File: src/rtl/bdpia_pkg.sv
`default_nettype none
package bdpia_pkg;

  typedef enum logic [2:0] {
    OP_READ  = 3'd0,
    OP_WRITE = 3'd1,
    OP_DUMMY = 3'd2,
    OP_POLL  = 3'd3,
    OP_LOAD  = 3'd4
  } opcode_t;

  typedef enum logic [0:0] {
    CFG_MEM_BYTES  = 1'b0,
    CFG_DIRECT_MAP = 1'b1
  } cfg_index_t;

  typedef enum logic [1:0] {
    RGN_NONE = 2'd0,
    RGN_RAM  = 2'd1,
    RGN_ROM  = 2'd2,
    RGN_PIA  = 2'd3
  } region_t;

  typedef enum logic [1:0] {
    PIA_KBD_DATA = 2'd0,
    PIA_KBD_CTRL = 2'd1,
    PIA_DSP_DATA = 2'd2,
    PIA_DSP_CTRL = 2'd3
  } pia_reg_t;

  typedef enum logic [2:0] {
    ST_CLEAR = 3'b001,
    ST_IDLE  = 3'b010,
    ST_READ  = 3'b100
  } state_t;

  typedef struct packed {
    region_t     region;
    logic [15:0] ram_idx;
    logic [7:0]  rom_off;
    pia_reg_t    reg_sel;
  } dec_t;

  typedef struct packed {
    logic     rd;
    logic     wr;
    logic     dummy;
    logic     poll;
    pia_reg_t reg_sel;
  } pia_req_t;

  typedef struct packed {
    logic [7:0] rd_data;
    logic       disp_valid;
    logic [7:0] disp_byte;
    logic       key_taken;
  } pia_rsp_t;

  localparam int          ROM_DEPTH     = 256;
  localparam logic [16:0] SPLIT_SIZE    = 17'd8192;
  localparam logic [16:0] MEM_BYTES_RST = 17'd8192;
  localparam logic [15:0] BANK_LO_END   = 16'h1000;
  localparam logic [15:0] BANK_HI_BASE  = 16'hE000;
  localparam logic [15:0] BANK_HI_END   = 16'hF000;
  localparam logic [15:0] BANK_HI_SHIFT = 16'hD000;
  localparam logic [3:0]  PIA_PAGE      = 4'hD;
  localparam int          CTRL_STROBE   = 7;
  localparam int          CTRL_ENABLE   = 2;
  localparam logic [7:0]  DISP_CTRL_RST = 8'h80;

endpackage
`default_nettype wire

File: src/rtl/bdpia_pia.sv
`default_nettype none
module bdpia_pia
  import bdpia_pkg::*;
(
  input  wire logic       clk,
  input  wire logic       rst_n,
  input  pia_req_t        req,
  input  wire logic [7:0] write_data,
  input  wire logic       display_ready,
  input  wire logic       key_available,
  input  wire logic [7:0] key_code,
  output pia_rsp_t        rsp
);

  logic [7:0] key_latch_r, key_latch_nxt;
  logic [7:0] key_ctrl_r, key_ctrl_nxt;
  logic [7:0] disp_latch_r, disp_latch_nxt;
  logic [7:0] disp_ctrl_r, disp_ctrl_nxt;

  always_comb begin
    key_latch_nxt  = key_latch_r;
    key_ctrl_nxt   = key_ctrl_r;
    disp_latch_nxt = disp_latch_r;
    disp_ctrl_nxt  = disp_ctrl_r;
    rsp            = '0;

    case (req.reg_sel)
      PIA_KBD_DATA: rsp.rd_data = key_ctrl_r[CTRL_ENABLE] ? key_latch_r : 8'h00;
      PIA_KBD_CTRL: rsp.rd_data = key_ctrl_r;
      PIA_DSP_DATA: rsp.rd_data = {~display_ready, disp_latch_r[6:0]};
      PIA_DSP_CTRL: rsp.rd_data = {display_ready, disp_ctrl_r[6:0]};
      default:      rsp.rd_data = 8'h00;
    endcase

    // reading keyboard data clears the strobe while the enable bit is set
    if (req.rd && req.reg_sel == PIA_KBD_DATA && key_ctrl_r[CTRL_ENABLE]) begin
      key_ctrl_nxt[CTRL_STROBE] = 1'b0;
    end

    if (req.wr) begin
      case (req.reg_sel)
        PIA_KBD_CTRL: begin
          if (req.dummy) begin
            key_ctrl_nxt[CTRL_STROBE] = 1'b0;
          end else begin
            key_ctrl_nxt = {key_ctrl_r[7], write_data[6:0]};
          end
        end
        PIA_DSP_DATA: begin
          if (disp_ctrl_r[CTRL_ENABLE]) begin
            if (req.dummy) begin
              disp_ctrl_nxt[CTRL_STROBE] = 1'b1;
            end else begin
              disp_latch_nxt = write_data;
              rsp.disp_valid = 1'b1;
              rsp.disp_byte  = write_data;
            end
          end
        end
        PIA_DSP_CTRL: disp_ctrl_nxt = {disp_ctrl_r[7], write_data[6:0]};
        default: ;
      endcase
    end

    if (req.poll && !key_ctrl_r[CTRL_STROBE] && key_available && key_code != 8'h00) begin
      key_latch_nxt             = key_code;
      key_ctrl_nxt[CTRL_STROBE] = 1'b1;
      rsp.key_taken             = 1'b1;
    end
  end

  always_ff @(posedge clk) begin
    if (!rst_n) begin
      key_latch_r  <= 8'h00;
      key_ctrl_r   <= 8'h00;
      disp_latch_r <= 8'h00;
      disp_ctrl_r  <= DISP_CTRL_RST;
    end else begin
      key_latch_r  <= key_latch_nxt;
      key_ctrl_r   <= key_ctrl_nxt;
      disp_latch_r <= disp_latch_nxt;
      disp_ctrl_r  <= disp_ctrl_nxt;
    end
  end

endmodule
`default_nettype wire

File: config.mk
export PLATFORM = sky130hd
export DESIGN_NAME = bdpia_pia
export DESIGN_NICKNAME = d
export VERILOG_FILES = /design/src/rtl/bdpia_pkg.sv /design/src/rtl/bdpia_pia.sv
export SDC_FILE = /design/constraint.sdc
export NUM_CORES = 1
export LEC_CHECK = 0
export ABC_CLOCK_PERIOD_IN_PS = 3470
export BUFFER_PORTS_ARGS = -buffer_cell sky130_fd_sc_hd__buf_4
export CAP_MARGIN = 0
export CORE_MARGIN = 8
export CORE_UTILIZATION = 50
export CTS_BUF_LIST = sky130_fd_sc_hd__clkbuf_16
export CTS_CLUSTER_SIZE = 40
export DETAILED_ROUTE_END_ITERATION = 12
export PLACE_DENSITY = 0.73
export SLEW_MARGIN = 30
export SYNTH_ARGS = -nofsm -noshare
export SYNTH_HDL_FRONTEND = slang
export SYNTH_SLANG_ARGS = --single-unit
File: constraint.sdc
create_clock -name clk -period 3.47 [get_ports clk]
set_input_delay 0.694 -clock clk [delete_from_list [all_inputs] [get_ports clk]]
set_output_delay 0.694 -clock clk [all_outputs]
set_load 0.005 [all_outputs]
==> flow_summary_export.csv <==
group,metric,value,unit
layout,diodes,0,
placed_design,dpl.hpwl,2670,um
layout,final_common_cell,"buf_4",
logic_synthesis,ys_ff_latch,30,
clocking,cts.repair.resized,0,
setup_path,worstReg2RegStart,"key_ctrl_r[7]",
setup_path,critPathKind,"input port to output port",
setup_path,worstPathRequired,2.78,ns
timing,drv_slew,0,
logic_synthesis,ys_types,29,
setup_path,crit_path_end_kind,"output port",
worst_hold_path,holdCritPathClass,"register to register",
clocking,cts_made_buffers,5,
timing,min_period,2.45,ns
logic_synthesis,syn_area,0.00160,mm^2
worst_hold_path,hold_start,"disp_latch_r[6]",
global_routing,top_usage_layer,"met2",
layout,final_cell_mix,"buf_4 (45), dfxtp_1 (30), mux2i_1 (29)",
drt,routed_wirelength,3710,um
setup_path,startpoint,"req[0]",
setup_path,startpoint_type,"input port",
floorplanning,core_area,0.00305,mm^2
logic_synthesis,synth_cells,155,
setup_path,ff2ff_path_depth,3,
drt,vias_per_cell,5.32,
timing,worstMarginPinSlew,0.674,ns
layout,drive_above_1_share,32.0,%
placed_design,numPlacedInstances,234,
clocking,cts_setup_buffers,0,
timing,grt_setup_unrepaired,"false",
timing,fin_worst_skew,0.00447,ns
global_routing,grt_pass1_wl,6310,um
pwr,p_leak,0.848,nW
layout,nNetsFinal,223,
drt,ant_nets,0,
worst_hold_path,holdPathStages,2,
floorplanning,start_util,52.3,%
run,cap_violations,0,
layout,finalNonFillerCells,241,
clocking,clk_latency,0.27,ns
timing,relSlewSlack,54.4,%
global_routing,antenna_found_initial,0,
clocking,htree_levels,2,
clocking,cts_buffer_depth,2,
floorplanning,die_h,72.5,um
clocking,clk_pin_slew_worst_paths,0.05,ns
global_routing,grtUsageTotal,15.4,%
logic_synthesis,ys_seq_area_share,37.6,%
drt,num_vias,1282,
floorplanning,fp-row-count,20,
pwr,irDropWorstVdd,0.243,mV
global_routing,gr-usage-met1,17.3,%
global_routing,grt_use_met2,25.3,%
drt,drt_pass1_iterations,4,
setup_path,critical_path_arrival,1.76,ns
layout,syn_to_final_growth,30.2,%
logic_synthesis,synth_fp_nets,181,
placed_design,port_buffers,43,
logic_synthesis,yosys_warnings,0,
setup_path,cp-endpoint,"rsp[4]",
setup_path,rr_endpoint,"key_ctrl_r[7]",
pwr,power_density,413,mW/mm^2
drt,wl_per_cell,15.4,um
clocking,hold_buffers,0,
global_routing,use_met3,5.79,%
floorplanning,die_x,72.5,um
timing,finalSetupViolations,0,
clocking,cts_tree,"built",
timing,fin_tns_setup,0,ns
global_routing,grt_max_degree,38,
placed_design,place_area,0.00194,mm^2
timing,hold_viol,0,
logic_synthesis,syn_area_per_cell,10.3,um^2
setup_path,cp_max_fo,16,
clocking,numClockSinks,30,
drt,remaining_drc_errors,0,
timing,fmax,407,MHz
placed_design,place_congestion,0.788,
layout,design_area,0.00208,mm^2
clocking,root_buffer,"clkbuf_16",
timing,fin_crit_sh,70.7,%
floorplanning,io_pins,44,
setup_path,reg2reg_slack,2.17,ns
drt,drt-initial-drc-count,56,
global_routing,grt_pass1_vias,1349,
run_status,status,"completed",
floorplanning,die_area,0.00526,mm^2
global_routing,gr-total-overflow,0,
[worst min-delay path by stage]
stage | end | slack [ns]
floorplan | disp_latch_r[1] | 0.43
global placement | disp_latch_r[5] | 0.44
detailed placement | disp_latch_r[4] | 0.45
CTS | disp_latch_r[4] | 0.46
global route | disp_latch_r[4] | 0.48
finish | disp_latch_r[6] | 0.46
[synthesized netlist by cell type, drive strengths merged]
library cell	number	area share, %
and3	1	0.39
nor4bb	1	0.63
mux4	6	8.5
nor2	1	0.23
clkbuf	3	0.71
o21bai	1	0.47
nor3b	1	0.47
a311oi	1	0.55
nand4b	1	0.55
a21oi	1	0.31
nor4	2	2.7
and3b	1	0.55
dfxtp	30	38
o21a	1	0.47
o22ai	1	0.39
a21boi	9	4.5
and2	14	5.5
a211oi	1	0.47
nor2b	16	6.3
nand3	9	2.8
inv	1	0.23
nand2	15	3.5
nand4bb	1	0.71
mux2i	29	18
buf	7	2.9
nand3b	1	0.47
[through the flow]
stage / setup WS, ns / hold slack, ns / utilization [%] / power (mW)
floorplan: 1.32 / 0.432 / - / 0.419
global placement: 1.05 / 0.439 / 63.6 / 0.461
detailed placement: 1.04 / 0.449 / 63.6 / 0.465
CTS: 1.01 / 0.459 / 68.1 / 0.869
global route: 0.954 / 0.476 / 68.1 / 0.895
finish: 1.02 / 0.457 / 68.1 / 0.858
[registers in the layout, indices dropped and copies added, names as in the netlist]
signal / flops
key_latch_r: 8
disp_latch_r: 7
disp_ctrl_r: 7
key_ctrl_r: 8
[logic make-up after synthesis]
logic type,after synthesis,share of synthesized area (%)
mux,35,26.6
simple gates,64,24.8
compound gates,15,7.13
flops,30,37.6
buf+inv,11,3.84
[critical path: stages]
cell and delay, ns:
buf_4 0.17, nand3b_1 0.18, nor3b_2 0.18, buf_4 0.25, and2_1 0.17, buf_4 0.11
[power by group]
group          switching, mW  internal, mW
logic                 0.0429        0.0519
registers            0.00710         0.356
clock network          0.143         0.258
total                  0.193         0.665
[layout make-up]
cell class,instances,area (um^2)
clock buffers,5,125
clock inverters,2,10.0
fillers,251,975
inverters,1,3.75
multi-input cells,114,946
flip-flops and latches,30,601
well taps,44,55.1
repair buffers,45,338
[routing by layer]
metal	wire length (um)	up-vias	part of all wire, %
met3	218	5	5.9
met5	0	-	0
met2	1830	42	49
met4	63	0	1.7
li1	-	627	-
met1	1590	608	43
(Power assumes the default switching activity.)
