**src/rtl/bdpia_pkg.sv**
```systemverilog
`default_nettype none
package bdpia_pkg;

  typedef enum logic [2:0] {
    OP_READ  = 3'd0,
    OP_WRITE = 3'd1,
    OP_DUMMY = 3'd2,
    OP_POLL  = 3'd3,
    OP_LOAD  = 3'd4
  } opcode_t;

  typedef enum logic [0:0] {
    CFG_MEM_BYTES  = 1'b0,
    CFG_DIRECT_MAP = 1'b1
  } cfg_index_t;

  typedef enum logic [1:0] {
    RGN_NONE = 2'd0,
    RGN_RAM  = 2'd1,
    RGN_ROM  = 2'd2,
    RGN_PIA  = 2'd3
  } region_t;

  typedef enum logic [1:0] {
    PIA_KBD_DATA = 2'd0,
    PIA_KBD_CTRL = 2'd1,
    PIA_DSP_DATA = 2'd2,
    PIA_DSP_CTRL = 2'd3
  } pia_reg_t;

  typedef enum logic [2:0] {
    ST_CLEAR = 3'b001,
    ST_IDLE  = 3'b010,
    ST_READ  = 3'b100
  } state_t;

  typedef struct packed {
    region_t     region;
    logic [15:0] ram_idx;
    logic [7:0]  rom_off;
    pia_reg_t    reg_sel;
  } dec_t;

  typedef struct packed {
    logic     rd;
    logic     wr;
    logic     dummy;
    logic     poll;
    pia_reg_t reg_sel;
  } pia_req_t;

  typedef struct packed {
    logic [7:0] rd_data;
    logic       disp_valid;
    logic [7:0] disp_byte;
    logic       key_taken;
  } pia_rsp_t;

  localparam int          ROM_DEPTH     = 256;
  localparam logic [16:0] SPLIT_SIZE    = 17'd8192;
  localparam logic [16:0] MEM_BYTES_RST = 17'd8192;
  localparam logic [15:0] BANK_LO_END   = 16'h1000;
  localparam logic [15:0] BANK_HI_BASE  = 16'hE000;
  localparam logic [15:0] BANK_HI_END   = 16'hF000;
  localparam logic [15:0] BANK_HI_SHIFT = 16'hD000;
  localparam logic [3:0]  PIA_PAGE      = 4'hD;
  localparam int          CTRL_STROBE   = 7;
  localparam int          CTRL_ENABLE   = 2;
  localparam logic [7:0]  DISP_CTRL_RST = 8'h80;

endpackage
`default_nettype wire

```
**src/rtl/bdpia_decode.sv**
```systemverilog
`default_nettype none
module bdpia_decode
  import bdpia_pkg::*;
#(
  parameter int RAM_BYTES = 65536,
  parameter int PIA_ADDR  = 53264,
  parameter int ROM_ADDR  = 65280
) (
  input  wire logic [15:0] address,
  input  wire logic [16:0] mem_bytes,
  input  wire logic        direct_map,
  output dec_t             dec
);

  localparam logic [16:0] RamLimit = 17'(RAM_BYTES);
  localparam logic [15:0] PiaBase  = 16'(PIA_ADDR);
  localparam logic [16:0] PiaTop   = 17'(PIA_ADDR + 3);
  localparam logic [15:0] RomBase  = 16'(ROM_ADDR);

  logic        split;
  logic [15:0] alias_addr;
  logic [15:0] flat_idx;
  logic [15:0] dec_idx;
  logic        flat_hit;
  logic        dec_hit;
  logic        in_hi_bank;

  // upper split window maps onto store entries 1000-1fff
  function automatic logic [15:0] bank_index(input logic [15:0] a, input logic sp);
    if (sp && a >= BANK_HI_BASE && a < BANK_HI_END) begin
      return a - BANK_HI_SHIFT;
    end
    return a;
  endfunction

  always_comb begin
    split      = (mem_bytes == SPLIT_SIZE);
    flat_idx   = bank_index(address, split);
    flat_hit   = ({1'b0, flat_idx} < mem_bytes) && ({1'b0, flat_idx} < RamLimit);

    // whole d000-dfff page folds onto the four pia registers
    alias_addr = (address[15:12] == PIA_PAGE) ? (PiaBase | {14'b0, address[1:0]}) : address;
    dec_idx    = bank_index(alias_addr, split);
    in_hi_bank = (alias_addr >= BANK_HI_BASE) && (alias_addr < BANK_HI_END);
    dec_hit    = (split ? (alias_addr < BANK_LO_END || in_hi_bank)
                        : ({1'b0, alias_addr} < mem_bytes))
                 && ({1'b0, dec_idx} < RamLimit);

    dec.rom_off = alias_addr[7:0] - RomBase[7:0];
    dec.reg_sel = pia_reg_t'(alias_addr[1:0] - PiaBase[1:0]);
    if (direct_map) begin
      dec.ram_idx = flat_idx;
      dec.region  = flat_hit ? RGN_RAM : RGN_NONE;
    end else begin
      dec.ram_idx = dec_idx;
      if (alias_addr >= RomBase) begin
        dec.region = RGN_ROM;
      end else if (alias_addr >= PiaBase && {1'b0, alias_addr} <= PiaTop) begin
        dec.region = RGN_PIA;
      end else if (dec_hit) begin
        dec.region = RGN_RAM;
      end else begin
        dec.region = RGN_NONE;
      end
    end
  end

endmodule
`default_nettype wire

```
**config.mk**
```make
export PLATFORM = sky130hd
export DESIGN_NAME = bdpia_decode
export DESIGN_NICKNAME = d
export VERILOG_FILES = /design/src/rtl/bdpia_pkg.sv /design/src/rtl/bdpia_decode.sv
export SDC_FILE = /design/constraint.sdc
export NUM_CORES = 1
export LEC_CHECK = 0
export BUFFER_PORTS_ARGS = -buffer_cell sky130_fd_sc_hd__buf_2
export CORE_ASPECT_RATIO = 0.75
export CORE_UTILIZATION = 45
export DETAILED_ROUTE_END_ITERATION = 6
export PLACE_DENSITY = 0.78
export SETUP_SLACK_MARGIN = 0.02
export SYNTH_ARGS = -nofsm -noshare
export SYNTH_HDL_FRONTEND = slang
export SYNTH_SLANG_ARGS = --single-unit
```
**constraint.sdc**
```tcl
create_clock -name vclk -period 7.6
set_clock_uncertainty 0.15 [all_clocks]
set_input_delay 0.76 -clock vclk [all_inputs]
set_output_delay 0.76 -clock vclk [all_outputs]
set_load 0.02 [all_outputs]
```
==> impl_metrics.tcl, run 1 <==
set metrics [dict create \
    critical_path_class "in2out" \
    core_area_mm2 0.002683 \
    crit_chain "buf_2, or4_1, or4_4, or4_1, nor2_1, nor2_1, ha_1, nand4b_1, a2111oi_0, nor4_1, a211o_1, buf_2" \
    worst_pin_slew_ps 608.4 \
    hold_buffers 0 \
    regArea_um2 0 \
    multiInputGateArea_mm2 0.001159 \
    critPathMaxFanout 6 \
    critPathMaxStageDelay_ps 560 \
    combinationalPowerShare_pct 100.0 \
    finalHoldViolCount 0 \
    flops_and_latches 0 \
    n_antenna_cell 0 \
    hp-class "in2out" \
    avgSynthCellArea_um2 7.217 \
    yosys.area.top_type "ha_1" \
    areaGrowthSynthToFinish_pct 21.65 \
    synth_area_leaders "ha_1 34%, and2_1 8.6%, inv_1 5.7%" \
    grt_usage_pct 23.49 \
    clkPwrFrac_pct 0 \
    tns_ps 0 \
    period_needed_ps 4946 \
    first_global_vias 1331 \
    synth_most_common_cell "ha_1" \
    slew_headroom_pct 59.33 \
    drt_first_pass_iters 4 \
    ys_top_cells_by_count "36 x ha_1, 20 x inv_1, 18 x and2_1" \
    portBuffers 62 \
    die_h_um 48.66 \
    p_sw_mw 0.05112 \
    cp.arrival_ps 4040 \
    die_area_mm2 0.003124 \
    status "finished, final reports clean" \
    cp.required_ps 6690 \
    rsz0062_at_grt "false" \
    ys_types 38 \
    fillers 273 \
    p_int_mw 0.03579 \
    p_leak_nw 0.8852 \
    synth-seq-area-share_pct 0 \
    ys_warn_count 0 \
    synthCells 181 \
    clkbuf_count 0 \
    min_from "address[0]" \
    drt_iter0_markers 55 \
    p_per_area_mw_per_mm2 54.69 \
    layout-drive-gt1-share_pct 29.13 \
    cp_top_family "simple AND/OR/NAND/NOR gates" \
    dieWidth_um 64.21 \
    critPathLaunchType "input port" \
    synth_fp_nets 251 \
    grt-ovfl-total 0 \
    gp_congestion 0.8981 \
    start_util_pct 48.69 \
    ctsResizeCount 0 \
    wirelength_mm 3.545 \
    post_cts_buffers 0 \
    min_period_over_period_pct 65.08 \
    nNetsFinal 302 \
    fin_hold_ws_ps 1651 \
    cp.depth 12 \
    hold_end "dec[2]" \
    yosysTopAreaCellShare_pct 34.48 \
    syn_area_mm2 0.001306 \
    dpl.hpwl_mm 3.047 \
    cp-end-kind "primary output" \
    grt_max_degree 17 \
    slew_viol_final 0 \
    vias_per_cell 5.470 \
    vias 1455 \
    drv_cap 0 \
    holdPathStages 2 \
    drc 0 \
    grt_pass1_wl_mm 6.078 \
    ant_nets 0 \
    sw_frac_of_total_pct 58.82 \
    power.share.sequential_pct 0 \
    post_drt_wl_per_cell_um 13.33 \
    path_buf_inv 2 \
    fp-row-count 16 \
    ios 62 \
    cp_slowest_cell "or4_1" \
    peakVddDrop_v 0.00002295 \
    fmax_ghz 0.2022 \
    setup_viol 0 \
    antenna_found_initial 0 \
]
## how the worst max path moves through the flow
stage,slack [ps],end,startpoint
floorplan,3000,dec[26],mem_bytes[5]
global placement,2710,dec[26],mem_bytes[5]
detailed placement,2660,dec[26],mem_bytes[5]
CTS,2660,dec[26],mem_bytes[5]
global route,2500,dec[26],mem_bytes[2]
finish,2650,dec[26],mem_bytes[5]
## routing by layer
| metal | wire length (um) | track usage (%) |
|---|---|---|
| met1 | 1930 | 37.92 |
| met5 | 0 | 0 |
| met3 | 176 | 0.4717 |
| met4 | 0 | 0 |
| met2 | 1438 | 36.17 |
## per-stage QoR
stage | cells | power [mW] | util, % | cell area [um2] | setup WS [ps]
3_3_place_gp | 266 | 0.08509 | 59.24 | 1589 | 2707
6_report | 266 | 0.08691 | 59.24 | 1589 | 2654
2_1_floorplan | 181 | 0.05598 | - | 1306 | 3003
4_1_cts | 266 | 0.08610 | 59.24 | 1589 | 2662
5_1_grt | 266 | 0.09759 | 59.24 | 1589 | 2496
3_5_place_dp | 266 | 0.08552 | 59.24 | 1589 | 2657
## cells in the final DEF (no fill, tap or decap), types with 5 or more instances in the layout
| master | n |
|---|---|
| nor4_1 | 5 |
| ha_1 | 36 |
| nand3_1 | 6 |
| a21oi_1 | 12 |
| nor2_1 | 7 |
| and2_1 | 18 |
| nand2_1 | 11 |
| a211oi_1 | 6 |
| a21o_1 | 6 |
| buf_2 | 62 |
| inv_1 | 20 |
## area by class of cell
class | instances | area share (%)
multi-input combinational | 148 | 72.91
timing repair buffer | 62 | 19.53
tap | 36 | 2.835
inverter | 20 | 4.724
## power groups by stage
stage | Sequential, mW | Clock (mW) | Combinational (mW)
3_5_place_dp | 0 | 0 | 0.0855
4_1_cts | 0 | 0 | 0.0861
3_3_place_gp | 0 | 0 | 0.0851
2_1_floorplan | 0 | 0 | 0.0560
6_report | 0 | 0 | 0.0869
5_1_grt | 0 | 0 | 0.0976
## cell families after synthesis
group                      Yosys count  synth area share [%]
muxes                                4                 3.257
and+or+nand+nor                     69                 30.65
xor gates and xnor gates             1                0.6706
adders and majority gates           36                 34.48
buffers and inverters               33                 11.30
AOI/OAI and AO/OA                   38                 19.64
Power figures use the tool's default switching activity.
==> inputs of run 2 (changes only) <==
--- a/config.mk
+++ b/config.mk
@@ -5,11 +5,12 @@
 export SDC_FILE = /design/constraint.sdc
 export NUM_CORES = 1
 export LEC_CHECK = 0
+export ABC_AREA = 1
 export BUFFER_PORTS_ARGS = -buffer_cell sky130_fd_sc_hd__buf_2
 export CORE_ASPECT_RATIO = 0.75
 export CORE_UTILIZATION = 45
 export DETAILED_ROUTE_END_ITERATION = 6
-export PLACE_DENSITY = 0.78
+export PLACE_DENSITY = 0.74
 export SETUP_SLACK_MARGIN = 0.02
 export SYNTH_ARGS = -nofsm -noshare
 export SYNTH_HDL_FRONTEND = slang
==> constraint.sdc (replaced) <==
create_clock -name vclk -period 4.9
set_clock_uncertainty 0.15 [all_clocks]
set_input_delay 0.49 -clock vclk [all_inputs]
set_output_delay 0.49 -clock vclk [all_outputs]
set_load 0.02 [all_outputs]
==> run 2 against run 1 <==
Effect of this change: wire length rose by 31%; design area grew 20%; die area up 24%; global-route usage grew 0.81 points; via count is 36% higher; clock-buffer cell count unchanged; worst setup slack got worse by 1100 ps; sequential share of layout area unchanged; first-iteration DRC count up 120%; highest routed layer unchanged.
==> impl_metrics.tcl, run 2 <==
set metrics [dict create \
    p_int_mw 0.05666 \
    portBuffers 62 \
    post_cts_buffers 0 \
    final_common_cell "nand2_1" \
    grt-ovfl-total 0 \
    sw_frac_of_total_pct 64.15 \
    ctsResizeCount 0 \
    tns_ps 0 \
    final_util_pct 56.52 \
    vias 1982 \
    start_util_pct 48.26 \
    clkPwrFrac_pct 0 \
    drt_iter0_markers 123 \
    hp-class "in2out" \
    finalHoldViolCount 0 \
    post_drt_wl_per_cell_um 11.86 \
    slew_viol_final 0 \
    p_leak_nw 1.238 \
    synth_most_common_cell "nand2_1" \
    dieWidth_um 71.50 \
    ios 62 \
    clkbuf_count 0 \
    min_period_over_period_pct 69.11 \
    die_area_mm2 0.003870 \
    ys_top_cells_by_count "72 x nand2_1, 59 x inv_1, 52 x nor2_1" \
    dpl.hpwl_mm 4.029 \
    yosysTopAreaCellShare_pct 27.63 \
    ys_types 28 \
    slew_headroom_pct 73.52 \
    fp-row-count 18 \
    gp_congestion 0.9256 \
    met3_usage_pct 0.5618 \
    synth_area_leaders "ha_1 28%, nand2_1 17%, inv_1 14%" \
    grt_usage_pct 24.31 \
    ant_nets 0 \
    p_per_area_mw_per_mm2 82.77 \
    status "finished, final reports clean" \
    crit_chain "buf_2, inv_1, ha_1, nand3_2, nand2_1, inv_1, ha_1, a21oi_1, nor2_1, nor3_1, nand2_1, nand2_1, nand2_1, nand3_1, nand2_1, nand2_1, buf_2" \
    drt_first_pass_iters 5 \
    flops_and_latches 0 \
    cp_top_family "simple AND/OR/NAND/NOR gates" \
    ys_warn_count 0 \
    nNetsFinal 425 \
    power.share.sequential_pct 0 \
    regArea_um2 0 \
    wirelength_mm 4.661 \
    grt_max_degree 20 \
    synthCells 302 \
    areaGrowthSynthToFinish_pct 17.11 \
    grt_pass1_wl_mm 7.410 \
    met1_usage_pct 37.58 \
    critPathMaxStageDelay_ps 330 \
    worst_pin_slew_ps 396.7 \
    synth_fp_nets 372 \
    critical_path_class "in2out" \
    avgSynthCellArea_um2 5.398 \
    critPathLaunchType "input port" \
    critPathMaxFanout 19 \
    fmax_ghz 0.2953 \
    syn_area_mm2 0.001630 \
    cp_slowest_cell "nand3_2" \
    fillers 357 \
    core_area_mm2 0.003378 \
    yosys.area.top_type "ha_1" \
    hold_buffers 0 \
    peakVddDrop_v 0.00004728 \
    layout-drive-gt1-share_pct 20.40 \
    first_global_vias 1601 \
    die_h_um 54.13 \
    synth-seq-area-share_pct 0 \
    cp.required_ps 4260 \
    cpMostUsedCell "nand2_1" \
    p_sw_mw 0.1014 \
    combinationalPowerShare_pct 100.0 \
    final_cell_mix "72 x nand2_1, 62 x buf_2, 59 x inv_1" \
    p_total_mw 0.1580 \
    met2_usage_pct 39.37 \
    rsz0062_at_grt "false" \
    drv_cap 0 \
    path_buf_inv 4 \
    period_needed_ps 3386 \
    n_antenna_cell 0 \
    drc 0 \
    setup_viol 0 \
    vias_per_cell 5.043 \
    cp.arrival_ps 2750 \
    grt.busiest_layer "met2" \
    cp-end-kind "primary output" \
    antenna_found_initial 0 \
]
run 2: cell types whose count changed after synthesis, moves of 18 or more:
cell,before,now
and2_1,18,0
inv_1,20,59
nand2_1,11,72
nand3_1,6,24
nor2_1,7,52
run 2: power groups by stage:
| stage | Clock [mW] | Sequential [mW] | Combinational, mW |
|---|---|---|---|
| finish | 0 | 0 | 0.158 |
| global route | 0 | 0 | 0.179 |
| detailed placement | 0 | 0 | 0.156 |
| CTS | 0 | 0 | 0.156 |
| global placement | 0 | 0 | 0.155 |
| floorplan | 0 | 0 | 0.106 |
run 2: final timing paths:
| check | startpoint | endpoint | cells past startpoint |
|---|---|---|---|
| setup / recovery | address[13] | dec[26] | 17 |
| hold / removal | address[0] | dec[10] | 2 |
run 2: layout make-up:
| class | count | area (um2) | area share [%] |
|---|---|---|---|
| Multi-Input combinational cell | 231 | 1324 | 69.33 |
| Timing Repair Buffer | 62 | 310.3 | 16.25 |
| Inverter | 60 | 225.2 | 11.80 |
| Tap cell | 40 | 50.05 | 2.621 |
run 2: logic make-up after synthesis:
kind of cell / after synthesis / share of synthesized area (%)
and+or+nand+nor: 167 / 43.75
buffers and inverters: 71 / 18.80
adders and majority gates: 36 / 27.63
AOI/OAI and AO/OA: 26 / 8.750
xor gates and xnor gates: 2 / 1.075
run 2: routing by layer:
layer  vias up  part of all wire, %
met5         -                    0
met4         0                    0
met3         0                  7.7
met2        78                   39
met1       859                   53
li1       1045                    -
run 2: through the flow:
step	cell area [um2]	hold slack, ps	setup WS, ps	instances
floorplan	1630	942.6	1947	302
finish	1909	1112	1514	393
global route	1909	1125	1274	393
global placement	1909	1110	1588	393
detailed placement	1909	1113	1534	393
CTS	1909	1113	1522	393
==> inputs of run 3 (changes only) <==
--- a/config.mk
+++ b/config.mk
@@ -10,7 +10,7 @@
 export CORE_ASPECT_RATIO = 0.75
 export CORE_UTILIZATION = 45
 export DETAILED_ROUTE_END_ITERATION = 6
-export PLACE_DENSITY = 0.74
+export PLACE_DENSITY = 0.77
 export SETUP_SLACK_MARGIN = 0.02
 export SYNTH_ARGS = -nofsm -noshare
 export SYNTH_HDL_FRONTEND = slang
==> constraint.sdc (replaced) <==
create_clock -name vclk -period 2.83
set_clock_uncertainty 0.15 [all_clocks]
set_input_delay 0.283 -clock vclk [all_inputs]
set_output_delay 0.283 -clock vclk [all_outputs]
set_load 0.02 [all_outputs]
==> run 3 against run 2 <==
Effect of this change: design area is 14% higher; flip-flop and latch count unchanged; clock-buffer cell count unchanged; die area stayed put; global-route usage up 1.6 points; cell count rose by 2.5%; highest routed layer is now met4; wire length increased by 5.9%; via count up 4.9%; worst setup slack lost 1400 ps.
==> impl_metrics.tcl, run 3 (synthesized netlist as in run 2, its figures left out) <==
set metrics [dict create \
    critPathLaunchType "input port" \
    grt.busiest_layer "met2" \
    period_needed_ps 2717 \
    portBuffers 62 \
    cp.required_ps 2400 \
    clkbuf_count 0 \
    nNetsFinal 435 \
    finalHoldViolCount 0 \
    die_h_um 54.13 \
    drt_iter0_markers 148 \
    grt-ovfl-total 0 \
    ios 62 \
    grt_usage_pct 25.87 \
    die_area_mm2 0.003870 \
    cp_slowest_cell "ha_1" \
    p_per_area_mw_per_mm2 143.4 \
    layout-drive-gt1-share_pct 31.68 \
    worst_pin_slew_ps 360.3 \
    first_global_vias 1770 \
    final_common_cell "nand2_1" \
    antenna_found_initial 0 \
    gp_congestion 0.9512 \
    met2_usage_pct 43.17 \
    vias_per_cell 5.159 \
    clkPwrFrac_pct 0 \
    drt_first_pass_iters 4 \
    fmax_ghz 0.3680 \
    dieWidth_um 71.50 \
    cp.arrival_ps 2280 \
    dpl.hpwl_mm 4.083 \
    tns_ps 0 \
    rsz0062_at_grt "true" \
    wirelength_mm 4.934 \
    min_period_over_period_pct 96.01 \
    critPathMaxFanout 3 \
    grt_max_degree 20 \
    core_area_mm2 0.003378 \
    flops_and_latches 0 \
    p_int_mw 0.1174 \
    cp-end-kind "primary output" \
    areaGrowthSynthToFinish_pct 33.00 \
    p_leak_nw 1.307 \
    fillers 341 \
    critPathMaxStageDelay_ps 300 \
    status "finished, final reports clean" \
    regArea_um2 0 \
    placed_area_mm2 0.001989 \
    drc 0 \
    critical_path_class "in2out" \
    fp-row-count 18 \
    post_drt_wl_per_cell_um 12.24 \
    power.share.sequential_pct 0 \
    peakVddDrop_v 0.00009299 \
    ant_nets 0 \
    p_total_mw 0.3109 \
    met3_usage_pct 0.3745 \
    final_util_pct 64.19 \
    sw_frac_of_total_pct 62.23 \
    p_sw_mw 0.1935 \
    final_cells 403 \
    slew_headroom_pct 75.95 \
    multiInputGateArea_mm2 0.001484 \
    start_util_pct 48.26 \
    setup_viol 0 \
    n_antenna_cell 0 \
    combinationalPowerShare_pct 100.0 \
    vias 2079 \
    met1_usage_pct 39.08 \
    path_buf_inv 3 \
    slew_viol_final 0 \
    cp_top_family "simple AND/OR/NAND/NOR gates" \
    grt_pass1_wl_mm 7.997 \
    crit_chain "buf_2, nor2_4, nand2_2, nor2_4, nand3_4, nor2_4, nand2_4, o21ai_2, inv_1, ha_1, nand4_1, nor2_2, nand4_1, nand4_1, nand2_1, buf_6" \
    place_inst 402 \
    final_area_mm2 0.002168 \
    hp-class "in2out" \
    final_cell_mix "71 x nand2_1, 60 x buf_2, 51 x inv_1" \
    drv_cap 0 \
]
==> run 3: cell type report <==
class	instances	share of cell area [%]
repair buffers	72	18.75
well taps	40	2.308
multi-input cells	231	68.44
inverters	60	10.50
==> run 3: routing by layer <==
layer  wire, um  part of all wire, %
met5          0                    0
met4         22                 0.45
met3        384                  7.8
met2       2146                   43
met1       2380                   48
==> run 3: power groups by stage <==
stage / Combinational (mW) / Sequential [mW] / Clock (mW)
2_1_floorplan: 0.183 / 0 / 0
3_3_place_gp: 0.275 / 0 / 0
3_5_place_dp: 0.281 / 0 / 0
4_1_cts: 0.283 / 0 / 0
5_1_grt: 0.347 / 0 / 0
6_report: 0.311 / 0 / 0
==> run 3: repair_timing <==
item	in CTS	in global routing
pin swaps	1	18
resized for setup	2	46
hold buffers	0	0
endpoints found under the setup margin	1	1
gates cloned	0	0
buffers inserted	0	1
==> run 3: worst paths after layout <==
path,startpoint,to,cells after the start
max,mem_bytes[0],dec[26],16
min,address[1],dec[11],2
==> run 3: metrics by stage <==
| step | setup slack [ps] | hold slack [ps] |
|---|---|---|
| 3_5_place_dp | -10.21 | 697.4 |
| 2_1_floorplan | 290.6 | 528.6 |
| 4_1_cts | 42.14 | 698.2 |
| 5_1_grt | -48.89 | 719.5 |
| 6_report | 112.9 | 705.8 |
| 3_3_place_gp | -28.57 | 698.0 |
